$ cat src/hw/rtl/b64d_pkg.sv
// Shared types, constants and the character lookup for the base64 stream decoder.
package b64d_pkg;

    localparam int QUEUE_DEPTH_DEF = 4;
    localparam int ACC_W           = 18;
    localparam int SEXTET_W        = 6;

    // Byte counts carried by a queued job.
    localparam logic [1:0] NB_NONE  = 2'd0;
    localparam logic [1:0] NB_ONE   = 2'd1;
    localparam logic [1:0] NB_TWO   = 2'd2;
    localparam logic [1:0] NB_THREE = 2'd3;

    typedef struct packed {
        logic [7:0] char_in;
        logic       string_end;
    } in_item_t;

    typedef struct packed {
        logic [7:0] byte_out;
        logic       has_byte;
        logic       end_of_output;
    } out_item_t;

    // One accepted character's worth of output, handed from front to back.
    typedef struct packed {
        logic [2:0][7:0] bytes;
        logic [1:0]      nbytes;
        logic            end_mark;
    } job_t;

    typedef struct packed {
        logic full;
        logic empty;
    } q_status_t;

    typedef struct packed {
        logic                ok;
        logic [SEXTET_W-1:0] val;
    } sextet_t;

    function automatic sextet_t sextet_of(input logic [7:0] ch);
        sextet_t r;
        r.ok  = 1'b1;
        r.val = '0;
        if (ch inside {[8'h41:8'h5A]}) begin
            r.val = SEXTET_W'(ch - 8'h41);
        end else if (ch inside {[8'h61:8'h7A]}) begin
            r.val = SEXTET_W'(ch - 8'h61 + 8'd26);
        end else if (ch inside {[8'h30:8'h39]}) begin
            r.val = SEXTET_W'(ch - 8'h30 + 8'd52);
        end else if (ch == 8'h2B) begin
            r.val = 6'd62;
        end else if (ch == 8'h2F) begin
            r.val = 6'd63;
        end else begin
            r.ok = 1'b0;
        end
        return r;
    endfunction

endpackage

$ cat src/hw/rtl/b64d_front.sv
// Front end: accepts characters, collects sextets and builds output jobs.
module b64d_front (
    input  logic                aclk,
    input  logic                aresetn,
    input  logic                s_valid,
    output logic                s_ready,
    input  b64d_pkg::in_item_t  s_data,
    input  b64d_pkg::q_status_t q_status,
    output logic                push,
    output b64d_pkg::job_t      push_job
);
    import b64d_pkg::*;

    logic [ACC_W-1:0] acc_reg, acc_next, acc_upd;
    logic [1:0]       cnt_reg, cnt_next, cnt_upd;
    logic             stop_reg, stop_next, stop_upd;
    logic             grp_done;
    logic             accept;
    logic [23:0]      word;
    sextet_t          lookup;

    assign s_ready = !q_status.full;
    assign accept  = s_valid && s_ready;
    assign lookup  = sextet_of(s_data.char_in);
    assign word    = {acc_reg, lookup.val};

    always_comb begin
        acc_upd  = acc_reg;
        cnt_upd  = cnt_reg;
        stop_upd = stop_reg;
        grp_done = 1'b0;
        if (!stop_reg) begin
            if (!lookup.ok) begin
                stop_upd = 1'b1;
            end else if (cnt_reg == 2'd3) begin
                grp_done = 1'b1;
                acc_upd  = '0;
                cnt_upd  = 2'd0;
            end else begin
                acc_upd = {acc_reg[ACC_W-SEXTET_W-1:0], lookup.val};
                cnt_upd = cnt_reg + 2'd1;
            end
        end

        push_job          = '0;
        push_job.end_mark = s_data.string_end;
        if (grp_done) begin
            push_job.bytes[0] = word[23:16];
            push_job.bytes[1] = word[15:8];
            push_job.bytes[2] = word[7:0];
            push_job.nbytes   = NB_THREE;
        end else if (s_data.string_end) begin
            // A partial group of n sextets flushes n-1 bytes.
            case (cnt_upd)
                2'd2: begin
                    push_job.bytes[0] = acc_upd[11:4];
                    push_job.nbytes   = NB_ONE;
                end
                2'd3: begin
                    push_job.bytes[0] = acc_upd[17:10];
                    push_job.bytes[1] = acc_upd[9:2];
                    push_job.nbytes   = NB_TWO;
                end
                default: push_job.nbytes = NB_NONE;
            endcase
        end

        if (s_data.string_end) begin
            acc_next  = '0;
            cnt_next  = 2'd0;
            stop_next = 1'b0;
        end else begin
            acc_next  = acc_upd;
            cnt_next  = cnt_upd;
            stop_next = stop_upd;
        end
    end

    assign push = accept && (grp_done || s_data.string_end);

    always_ff @(posedge aclk) begin
        if (!aresetn) begin
            acc_reg  <= '0;
            cnt_reg  <= 2'd0;
            stop_reg <= 1'b0;
        end else if (accept) begin
            acc_reg  <= acc_next;
            cnt_reg  <= cnt_next;
            stop_reg <= stop_next;
        end
    end

endmodule

$ cat src/hw/rtl/b64d_queue.sv
// Job queue between the front end and the output serializer.
module b64d_queue #(
    parameter int DEPTH = b64d_pkg::QUEUE_DEPTH_DEF
) (
    input  logic                aclk,
    input  logic                aresetn,
    input  logic                wr_en,
    input  b64d_pkg::job_t      wr_data,
    input  logic                rd_en,
    output b64d_pkg::job_t      rd_data,
    output b64d_pkg::q_status_t status
);
    import b64d_pkg::*;

    localparam int PTR_W = (DEPTH > 1) ? $clog2(DEPTH) : 1;
    localparam int CNT_W = $clog2(DEPTH + 1);
    localparam logic [PTR_W-1:0] LAST_PTR = PTR_W'(DEPTH - 1);
    localparam logic [CNT_W-1:0] FULL_CNT = CNT_W'(DEPTH);

    job_t             entry_reg [DEPTH];
    logic [PTR_W-1:0] wptr_reg, wptr_next, rptr_reg, rptr_next;
    logic [CNT_W-1:0] cnt_reg, cnt_next;
    logic             do_wr, do_rd;

    assign status.full  = (cnt_reg == FULL_CNT);
    assign status.empty = (cnt_reg == '0);
    assign do_wr        = wr_en && !status.full;
    assign do_rd        = rd_en && !status.empty;
    assign rd_data      = entry_reg[rptr_reg];

    always_comb begin
        wptr_next = wptr_reg;
        rptr_next = rptr_reg;
        cnt_next  = cnt_reg;
        if (do_wr) begin
            wptr_next = (wptr_reg == LAST_PTR) ? '0 : wptr_reg + PTR_W'(1);
        end
        if (do_rd) begin
            rptr_next = (rptr_reg == LAST_PTR) ? '0 : rptr_reg + PTR_W'(1);
        end
        if (do_wr && !do_rd) begin
            cnt_next = cnt_reg + CNT_W'(1);
        end else if (do_rd && !do_wr) begin
            cnt_next = cnt_reg - CNT_W'(1);
        end
    end

    always_ff @(posedge aclk) begin
        if (!aresetn) begin
            wptr_reg <= '0;
            rptr_reg <= '0;
            cnt_reg  <= '0;
        end else begin
            wptr_reg <= wptr_next;
            rptr_reg <= rptr_next;
            cnt_reg  <= cnt_next;
        end
    end

    always_ff @(posedge aclk) begin
        if (do_wr) begin
            entry_reg[wptr_reg] <= wr_data;
        end
    end

endmodule

$ cat src/hw/rtl/b64d_back.sv
// Back end: walks the head job and hands out one result per request.
module b64d_back (
    input  logic                aclk,
    input  logic                aresetn,
    input  b64d_pkg::job_t      head_job,
    input  b64d_pkg::q_status_t q_status,
    output logic                pop,
    output logic                m_valid,
    input  logic                m_ready,
    output b64d_pkg::out_item_t m_data
);
    import b64d_pkg::*;

    logic [1:0] idx_reg, idx_next;
    logic [1:0] last_idx;
    logic       is_last;
    logic [7:0] cur_byte;

    assign m_valid  = !q_status.empty;
    assign last_idx = (head_job.nbytes == NB_NONE) ? 2'd0 : head_job.nbytes - 2'd1;
    assign is_last  = (idx_reg == last_idx);
    assign pop      = m_valid && m_ready && is_last;

    always_comb begin
        case (idx_reg)
            2'd0:    cur_byte = head_job.bytes[0];
            2'd1:    cur_byte = head_job.bytes[1];
            2'd2:    cur_byte = head_job.bytes[2];
            default: cur_byte = 8'h00;
        endcase

        if (head_job.nbytes == NB_NONE) begin
            // Bare end marker: nothing was left to decode.
            m_data.byte_out      = 8'h00;
            m_data.has_byte      = 1'b0;
            m_data.end_of_output = 1'b1;
        end else begin
            m_data.byte_out      = cur_byte;
            m_data.has_byte      = 1'b1;
            m_data.end_of_output = head_job.end_mark && is_last;
        end

        idx_next = idx_reg;
        if (m_valid && m_ready) begin
            idx_next = is_last ? 2'd0 : idx_reg + 2'd1;
        end
    end

    always_ff @(posedge aclk) begin
        if (!aresetn) begin
            idx_reg <= 2'd0;
        end else begin
            idx_reg <= idx_next;
        end
    end

endmodule

$ cat src/hw/rtl/base64_stream_decoder.sv
// Top level of the base64 stream decoder.
//
// The s_ channel takes one character per request, with string_end set on the
// final character of an encoded string. The m_ channel returns decoded bytes,
// one per request; end_of_output marks the last result of a string, and a
// result with has_byte low is a bare end marker for a string that decoded to
// nothing more.
//
// A character is taken whenever the job queue has room; the job it causes
// is registered in the queue before its first result appears on m_. The back
// end hands out one result per cycle while m_ready is high, so a full group of
// four characters yields three results, and the character rate is held at one
// per cycle as long as the receiver takes results at least that fast on average.
//
// Reset clears the sextet accumulator, the stop flag and the queue. When the
// receiver stalls, up to QUEUE_DEPTH pending jobs (each up to three bytes)
// are held, after which s_ready drops until the receiver takes results.
module base64_stream_decoder #(
    parameter int QUEUE_DEPTH = b64d_pkg::QUEUE_DEPTH_DEF
) (
    input  logic                aclk,
    input  logic                aresetn,
    input  logic                s_valid,
    output logic                s_ready,
    input  b64d_pkg::in_item_t  s_data,
    output logic                m_valid,
    input  logic                m_ready,
    output b64d_pkg::out_item_t m_data
);
    import b64d_pkg::*;

    logic      push, pop;
    job_t      push_job, head_job;
    q_status_t q_status;

    b64d_front u_front (
        .aclk     (aclk),
        .aresetn  (aresetn),
        .s_valid  (s_valid),
        .s_ready  (s_ready),
        .s_data   (s_data),
        .q_status (q_status),
        .push     (push),
        .push_job (push_job)
    );

    b64d_queue #(
        .DEPTH (QUEUE_DEPTH)
    ) u_queue (
        .aclk    (aclk),
        .aresetn (aresetn),
        .wr_en   (push),
        .wr_data (push_job),
        .rd_en   (pop),
        .rd_data (head_job),
        .status  (q_status)
    );

    b64d_back u_back (
        .aclk     (aclk),
        .aresetn  (aresetn),
        .head_job (head_job),
        .q_status (q_status),
        .pop      (pop),
        .m_valid  (m_valid),
        .m_ready  (m_ready),
        .m_data   (m_data)
    );

endmodule

$ cat config.mk
export PLATFORM = sky130hd
export DESIGN_NAME = base64_stream_decoder
export DESIGN_NICKNAME = d
export VERILOG_FILES = /design/src/hw/rtl/b64d_pkg.sv /design/src/hw/rtl/b64d_front.sv /design/src/hw/rtl/b64d_queue.sv /design/src/hw/rtl/b64d_back.sv /design/src/hw/rtl/base64_stream_decoder.sv
export SDC_FILE = /design/constraint.sdc
export NUM_CORES = 1
export LEC_CHECK = 0
export BUFFER_PORTS_ARGS = -buffer_cell sky130_fd_sc_hd__buf_2
export CAP_MARGIN = 25
export CORE_UTILIZATION = 55
export CTS_BUF_LIST = sky130_fd_sc_hd__clkbuf_8 sky130_fd_sc_hd__clkbuf_16
export CTS_CLUSTER_SIZE = 10
export DETAILED_ROUTE_END_ITERATION = 6
export PLACE_DENSITY = 0.72
export SLEW_MARGIN = 20
export SYNTH_ARGS = -nofsm -noshare
export SYNTH_HDL_FRONTEND = slang
export SYNTH_SLANG_ARGS = --single-unit
$ cat constraint.sdc
create_clock -name aclk -period 5.8 [get_ports aclk]
set_clock_uncertainty 0.15 [all_clocks]
set_input_delay 1.74 -clock aclk [delete_from_list [all_inputs] [get_ports aclk]]
set_output_delay 1.74 -clock aclk [all_outputs]
set_load 0.03 [all_outputs]
==> flow_summary.json, run 1 <==
{
  "start_util_pct": 56.9,
  "core_mm2": 0.0115,
  "multiInputGateArea_mm2": 0.00250,
  "final_cell_area_mm2": 0.00742,
  "vias": 4199,
  "via_per_inst": 6.20,
  "clk_transition_reported_paths_ps": 60,
  "drive_gt1_share_pct": 19.3,
  "max_freq_ghz": 0.197,
  "ys_ff_latch": 140,
  "grtUsageMet1_pct": 30.3,
  "layout_commonest_cell": "edfxtp_1",
  "top_usage_layer": "met2",
  "post-route-min-period_ps": 5080,
  "rsz0062_at_grt": "no",
  "drv_cap": 0,
  "yosys.cell_types.count": 58,
  "layout.nets": 555,
  "syn2layout_area_growth_pct": 13.2,
  "use_met3_pct": 4.70,
  "peakVddDrop_mv": 0.208,
  "ys_seq_area_share_pct": 59.3,
  "drv_slew": 0,
  "finalCritPeriodShare_pct": 87.6,
  "syn-num-nets": 530,
  "antenna_found_initial": 0,
  "io_pins": 25,
  "tightest_slew_ps": 793,
  "end_kind": "register",
  "grt_pass1_vias": 4198,
  "drcViolationCount": 4,
  "netlist_area_mm2": 0.00655,
  "status": "finished, violations left",
  "placed_area_mm2": 0.00679,
  "insertion_delay_ps": 410,
  "most-common-layout-cells": "edfxtp_1, nand2_1, dfxtp_1, a21oi_1, mux4_2",
  "p_per_area_mw_per_mm2": 389,
  "fillCellCount": 840,
  "synth_area_leaders": "edfxtp_1, dfxtp_1, mux4_2, ha_1, a22oi_1",
  "postCtsSetupBuffers": 0,
  "cts_tree": "done",
  "die_area_mm2": 0.0124,
  "synthCells": 496,
  "postSynthAreaPerCell_um2": 13.2,
  "clkSinkCount": 140,
  "static-leakage-power_nw": 2.64,
  "register_area_mm2": 0.00388,
  "final_util_pct": 64.4,
  "grt_max_degree": 38,
  "clock_path_buffers": 2,
  "grt_first_pass_wirelength_mm": 22.0,
  "drt_iter0_markers": 381,
  "setup_viol": 0,
  "grt_overflow": 0,
  "relSlewSlack_pct": 47.1,
  "hold_class": "reg -> reg",
  "place_congestion": 0.848,
  "violations": "design-rule violations",
  "final_hold_viol_count": 0,
  "yosys_warnings": 0,
  "antennaDiodeCount": 0,
  "tns_ps": 0,
  "ant_nets": 0,
  "cts.root.buffer_cell": "clkbuf_16",
  "cp_data_required_time_ps": 5990,
  "path_class": "in -> reg",
  "cts_resized": 0,
  "numCtsBuffers": 17,
  "yosys.area.top_type": "edfxtp_1",
  "place_hpwl_mm": 8.75,
  "largest_reg_flops": 108,
  "htree_num_levels": 4,
  "startpoint_type": "primary input",
  "grtUsageMet2_pct": 38.9,
  "wire_per_inst_um": 20.0,
  "synthFlopType": "edfxtp_1",
  "ctsHoldBuffers": 0,
  "die_x_um": 111,
  "synth_edf_count": 108,
  "track_usage_pct": 23.6,
  "synth_top_cell_area_share_pct": 49.5,
  "dr.pass1.iters": 7,
  "critPathMaxFanout": 8,
  "die_h_um": 111,
  "crit_arrival_ps": 5270,
  "portBuffers": 24,
  "async_flop_share_pct": 0,
  "rows": 39,
  "wirelength_mm": 13.6
}
## stage by stage
step / setup WS, ps / cells / hold slack [ps] / power (mW)
2_1_floorplan: 812 / 496 / 318 / 1.61
3_3_place_gp: 463 / 645 / 332 / 1.76
3_5_place_dp: 317 / 645 / 350 / 1.77
4_1_cts: 736 / 677 / 358 / 2.91
5_1_grt: 495 / 677 / 387 / 3.01
6_report: 721 / 677 / 349 / 2.89
## power by group
group / switching, mW / internal, mW
sequential: 0.0577 / 1.13
combinational: 0.339 / 0.225
clock: 0.387 / 0.755
total: 0.784 / 2.11
## routing by layer
metal / part of all wire, % / up-vias / wire length, µm
met5: 0 / - / 0
met4: 1.5 / 0 / 199
met3: 4.5 / 20 / 614
met2: 50 / 118 / 6830
met1: 44 / 2100 / 5920
li1: - / 1961 / -
## cells in the mapped netlist (2+ instances only)
master	n
nor2b_1	21
a21boi_0	3
a221oi_1	3
xnor2_1	3
dfxtp_1	32
clkbuf_1	13
mux4_2	27
buf_1	4
a32oi_1	4
a31oi_1	2
and2_1	7
a21o_1	2
a22o_1	4
and3_1	5
inv_1	13
mux2i_1	4
nor3_1	5
buf_6	2
a21oi_1	27
nand2b_1	8
o22ai_1	3
ha_1	20
o211a_1	2
mux2_2	2
nand3b_1	2
a22oi_1	24
or2_2	3
nor2_1	25
a32o_1	2
buf_2	7
edfxtp_1	108
nand2_1	39
o21ai_0	25
nand3_1	12
o21ai_1	5
or3_1	6
## final timing paths
path / start / endpoint / slack, ps / cells past startpoint
setup / recovery: s_data[3] / u_queue.cnt_reg[2]$_SDFFE_PN0P_ / 720 / 15
hold / removal: u_queue.wptr_reg[1]$_SDFFE_PN0P_ / u_queue.wptr_reg[1]$_SDFFE_PN0P_ / 350 / 2
setup reg to reg: u_front.cnt_reg[0]$_SDFFE_PN0P_ / u_queue.cnt_reg[2]$_SDFFE_PN0P_ / 2220 / 9
hold reg to reg: u_queue.wptr_reg[1]$_SDFFE_PN0P_ / u_queue.wptr_reg[1]$_SDFFE_PN0P_ / 350 / 2
## cell families (layout without fill, tap and decap cells)
logic type,Yosys count,after routing,synth area share [%]
compound gates,118,118,12.1
fa+ha+maj,21,21,4.12
simple gates,139,139,10.9
buf+inv,40,78,2.65
xor+xnor,4,4,0.535
mux,34,34,10.5
flops,140,140,59.3
## critical path: stages
cell	delay [ps]
buf_2	140
inv_1	130
ha_1	300
a21o_1	220
o211a_1	130
or3_1	500
o211ai_2	220
nand2_2	160
a21oi_2	390
ha_1	260
inv_1	60
fa_1	380
xor2_1	160
or3_1	310
a21boi_0	160
## final cells by class
cell class                      instances  area share [%]
Clock inverter                         15            2.73
Multi-Input combinational cell        316            33.6
Clock buffer                           17            5.73
Inverter                               14           0.708
Tap cell                              143            2.41
Sequential cell                       140            52.4
Timing Repair Buffer                   32            2.43
No activity file was read; power rests on OpenSTA's default activity.
==> run 2: changes to the inputs <==
--- a/config.mk
+++ b/config.mk
@@ -16,3 +16,4 @@
 export SYNTH_ARGS = -nofsm -noshare
 export SYNTH_HDL_FRONTEND = slang
+export SYNTH_HIERARCHICAL = 1
 export SYNTH_SLANG_ARGS = --single-unit
==> constraint.sdc (replaced) <==
create_clock -name aclk -period 5.8 [get_ports aclk]
set_clock_uncertainty 0.15 [all_clocks]
set_input_delay 0 -clock aclk [delete_from_list [all_inputs] [get_ports aclk]]
set_output_delay 0 -clock aclk [all_outputs]
set_load 0.03 [all_outputs]
==> run 2 against run 1 <==
The run now ends clean. Hold slack got worse by 320 ps. Core utilization decreased by 1.0 points. Count of clock-buffer cells in the layout unchanged. Critical path type is now reg -> reg.
==> flow_summary.json, run 2 <==
{
  "io_pins": 25,
  "ant_nets": 0,
  "netlist_area_mm2": 0.00680,
  "critPathMaxFanout": 27,
  "insertion_delay_ps": 410,
  "via_per_inst": 6.32,
  "antenna_found_initial": 0,
  "path_class": "reg -> reg",
  "post-route-min-period_ps": 3810,
  "most-common-layout-cells": "edfxtp_1, nand2_1, dfxtp_1, nor2b_1",
  "wire_per_inst_um": 21.0,
  "place_ws_ps": 1720,
  "place_congestion": 0.869,
  "drt_iter0_markers": 439,
  "dr.pass1.iters": 5,
  "peakVddDrop_mv": 0.214,
  "core_mm2": 0.0120,
  "end_kind": "register",
  "grt_max_degree": 39,
  "layout.nets": 562,
  "track_usage_pct": 24.2,
  "drv_slew": 0,
  "crit_buf_inv": 1,
  "ys_ff_latch": 140,
  "drcViolationCount": 0,
  "yosys.area.top_type": "edfxtp_1",
  "cts_tree": "done",
  "postSynthAreaPerCell_um2": 13.6,
  "vias": 4342,
  "finalPower_mw": 2.72,
  "final_util_pct": 63.4,
  "status": "finished, final reports clean",
  "place_hpwl_mm": 9.44,
  "dp.cells": 650,
  "rr_worst_depth": 11,
  "hold_class": "in -> reg",
  "htree_num_levels": 4,
  "min_from": "s_data[4]",
  "cp.depth": 11,
  "async_flop_share_pct": 0,
  "ys_seq_area_share_pct": 57.1,
  "synthCells": 500,
  "rows": 40,
  "syn2layout_area_growth_pct": 12.1,
  "placed_area_mm2": 0.00699,
  "holdWs_ps": 26.4,
  "numCtsBuffers": 17,
  "portBuffers": 24,
  "slowest_delay_ps": 950,
  "drv_cap": 0,
  "whs_endpoint": "u_front/acc_reg[3]$_SDFFE_PN0P_",
  "hold_path_depth": 4,
  "syn-num-nets": 534,
  "final_cell_area_mm2": 0.00762,
  "yosys.cell_types.count": 68,
  "clock_path_buffers": 2,
  "final_hold_viol_count": 0,
  "fin_cells": 687,
  "tightest_slew_ps": 1010,
  "setup_viol": 0,
  "yosys_warnings": 6,
  "worstReg2RegEnd": "u_queue/cnt_reg[2]$_SDFFE_PN0P_",
  "max_freq_ghz": 0.262,
  "finalCritPeriodShare_pct": 65.7,
  "wirelength_mm": 14.4,
  "yosysMostFrequentCell": "edfxtp_1",
  "relSlewSlack_pct": 32.3,
  "cts.root.buffer_cell": "clkbuf_16",
  "antennaDiodeCount": 0,
  "static-leakage-power_nw": 2.59,
  "start_util_pct": 56.6,
  "largest_reg_flops": 108,
  "layout_commonest_cell": "edfxtp_1",
  "drive_gt1_share_pct": 17.2,
  "synthFlopType": "edfxtp_1",
  "cp_top_family": "flip-flops",
  "synth_area_leaders": "edfxtp_1, dfxtp_1, mux4_2, ha_1, mux4_1",
  "synth_commonest_cells": "edfxtp_1, dfxtp_1, nand2_1",
  "die_x_um": 113,
  "p_per_area_mw_per_mm2": 357,
  "grt_pass1_vias": 4169,
  "grt_first_pass_wirelength_mm": 22.8,
  "fillCellCount": 876,
  "grt_overflow": 0,
  "startpoint_type": "register",
  "synth_top_cell_area_share_pct": 47.7,
  "crit_arrival_ps": 3990,
  "rrSetupSlack_ps": 1990,
  "synth_edf_count": 108,
  "clkSinkCount": 140,
  "tns_ps": 0,
  "clk_transition_reported_paths_ps": 60,
  "slowest_stage": "dfxtp_2",
  "cp_data_required_time_ps": 5980,
  "setup_slack_ps": 1990,
  "die_area_mm2": 0.0128,
  "die_h_um": 113,
  "rsz0062_at_grt": "no",
  "crit_chain": "mux4_2 > nand3_1 > a21oi_2 > o21a_1 > o31ai_1 > ha_1 > inv_1 > fa_1 > xor2_1 > or3_1 > a21boi_0"
}
[run 2: cell count changes in the layout (fill, tap and decap cells not counted), sizes merged, moves of 9 or more]
cell   before  now
a21oi      28    8
inv        18   27
a22oi      24   15
nand2      40   31
o21ai      31   14
[run 2: worst max path at each step]
stage | end | slack, ps
finish | u_queue/cnt_reg[2]$_SDFFE_PN0P_ | 1990
global route | u_queue/cnt_reg[2]$_SDFFE_PN0P_ | 1740
CTS | u_queue/cnt_reg[2]$_SDFFE_PN0P_ | 1950
detailed placement | u_queue/cnt_reg[2]$_SDFFE_PN0P_ | 1720
global placement | u_queue/cnt_reg[2]$_SDFFE_PN0P_ | 1880
floorplan | u_queue/cnt_reg[2]$_SDFFE_PN0P_ | 2500
[run 2: layout make-up]
class / count / area, µm² / share of cell area, %
flip-flops and latches: 140 / 3880 / 51.0
multi-input cells: 312 / 2670 / 35.1
clock buffers: 17 / 425 / 5.58
repair buffers: 36 / 225 / 2.96
well taps: 147 / 184 / 2.41
clock inverters: 14 / 148 / 1.94
inverters: 21 / 78.8 / 1.03
[run 2: worst register-to-register path, delay by kind of cell, from the launching register on]
| family | cells | cell delay, ps |
|---|---|---|
| simple gates | 2 | 460 |
| xor+xnor | 1 | 160 |
| fa+ha+maj | 2 | 670 |
| compound gates | 4 | 610 |
| mux | 1 | 670 |
| flops | 1 | 950 |
| buf+inv | 1 | 60 |
[run 2: repair_timing]
item | CTS | global route
resized for setup | 0 | 0
buffers inserted | 0 | 0
endpoints found under the setup margin | 0 | 0
hold endpoints to repair | 34 | 0
hold buffers | 6 | 0
[run 2: report_power, final]
| group | switching, mW | total [mW] | leakage (nW) | internal, mW |
|---|---|---|---|---|
| logic | 0.292 | 0.485 | 1.05 | 0.193 |
| clock network | 0.409 | 1.04 | 0.284 | 0.633 |
| registers | 0.0545 | 1.19 | 1.26 | 1.14 |
[run 2: routing by layer]
layer / up-vias / part of all wire (%) / global-route usage [%] / routed length [µm]
met5: - / 0 / 0 / 0
met4: 0 / 1.1 / 7.11 / 153
met3: 15 / 5.5 / 6.37 / 801
met2: 149 / 48 / 37.9 / 6930
met1: 2146 / 45 / 33.4 / 6550
li1: 2032 / - / - / -
[run 2: cells by family (layout without fill, tap and decap cells)]
| family | after synthesis | in the layout | share of synthesized area, % |
|---|---|---|---|
| DFF | 140 | 140 | 57.1 |
| and+or+nand+nor | 137 | 137 | 10.7 |
| AOI/OAI and AO/OA | 117 | 117 | 13.9 |
| buffers and inverters | 48 | 88 | 3.64 |
| muxes | 32 | 32 | 10.1 |
| adders and majority gates | 21 | 21 | 3.97 |
| xor gates and xnor gates | 5 | 5 | 0.644 |
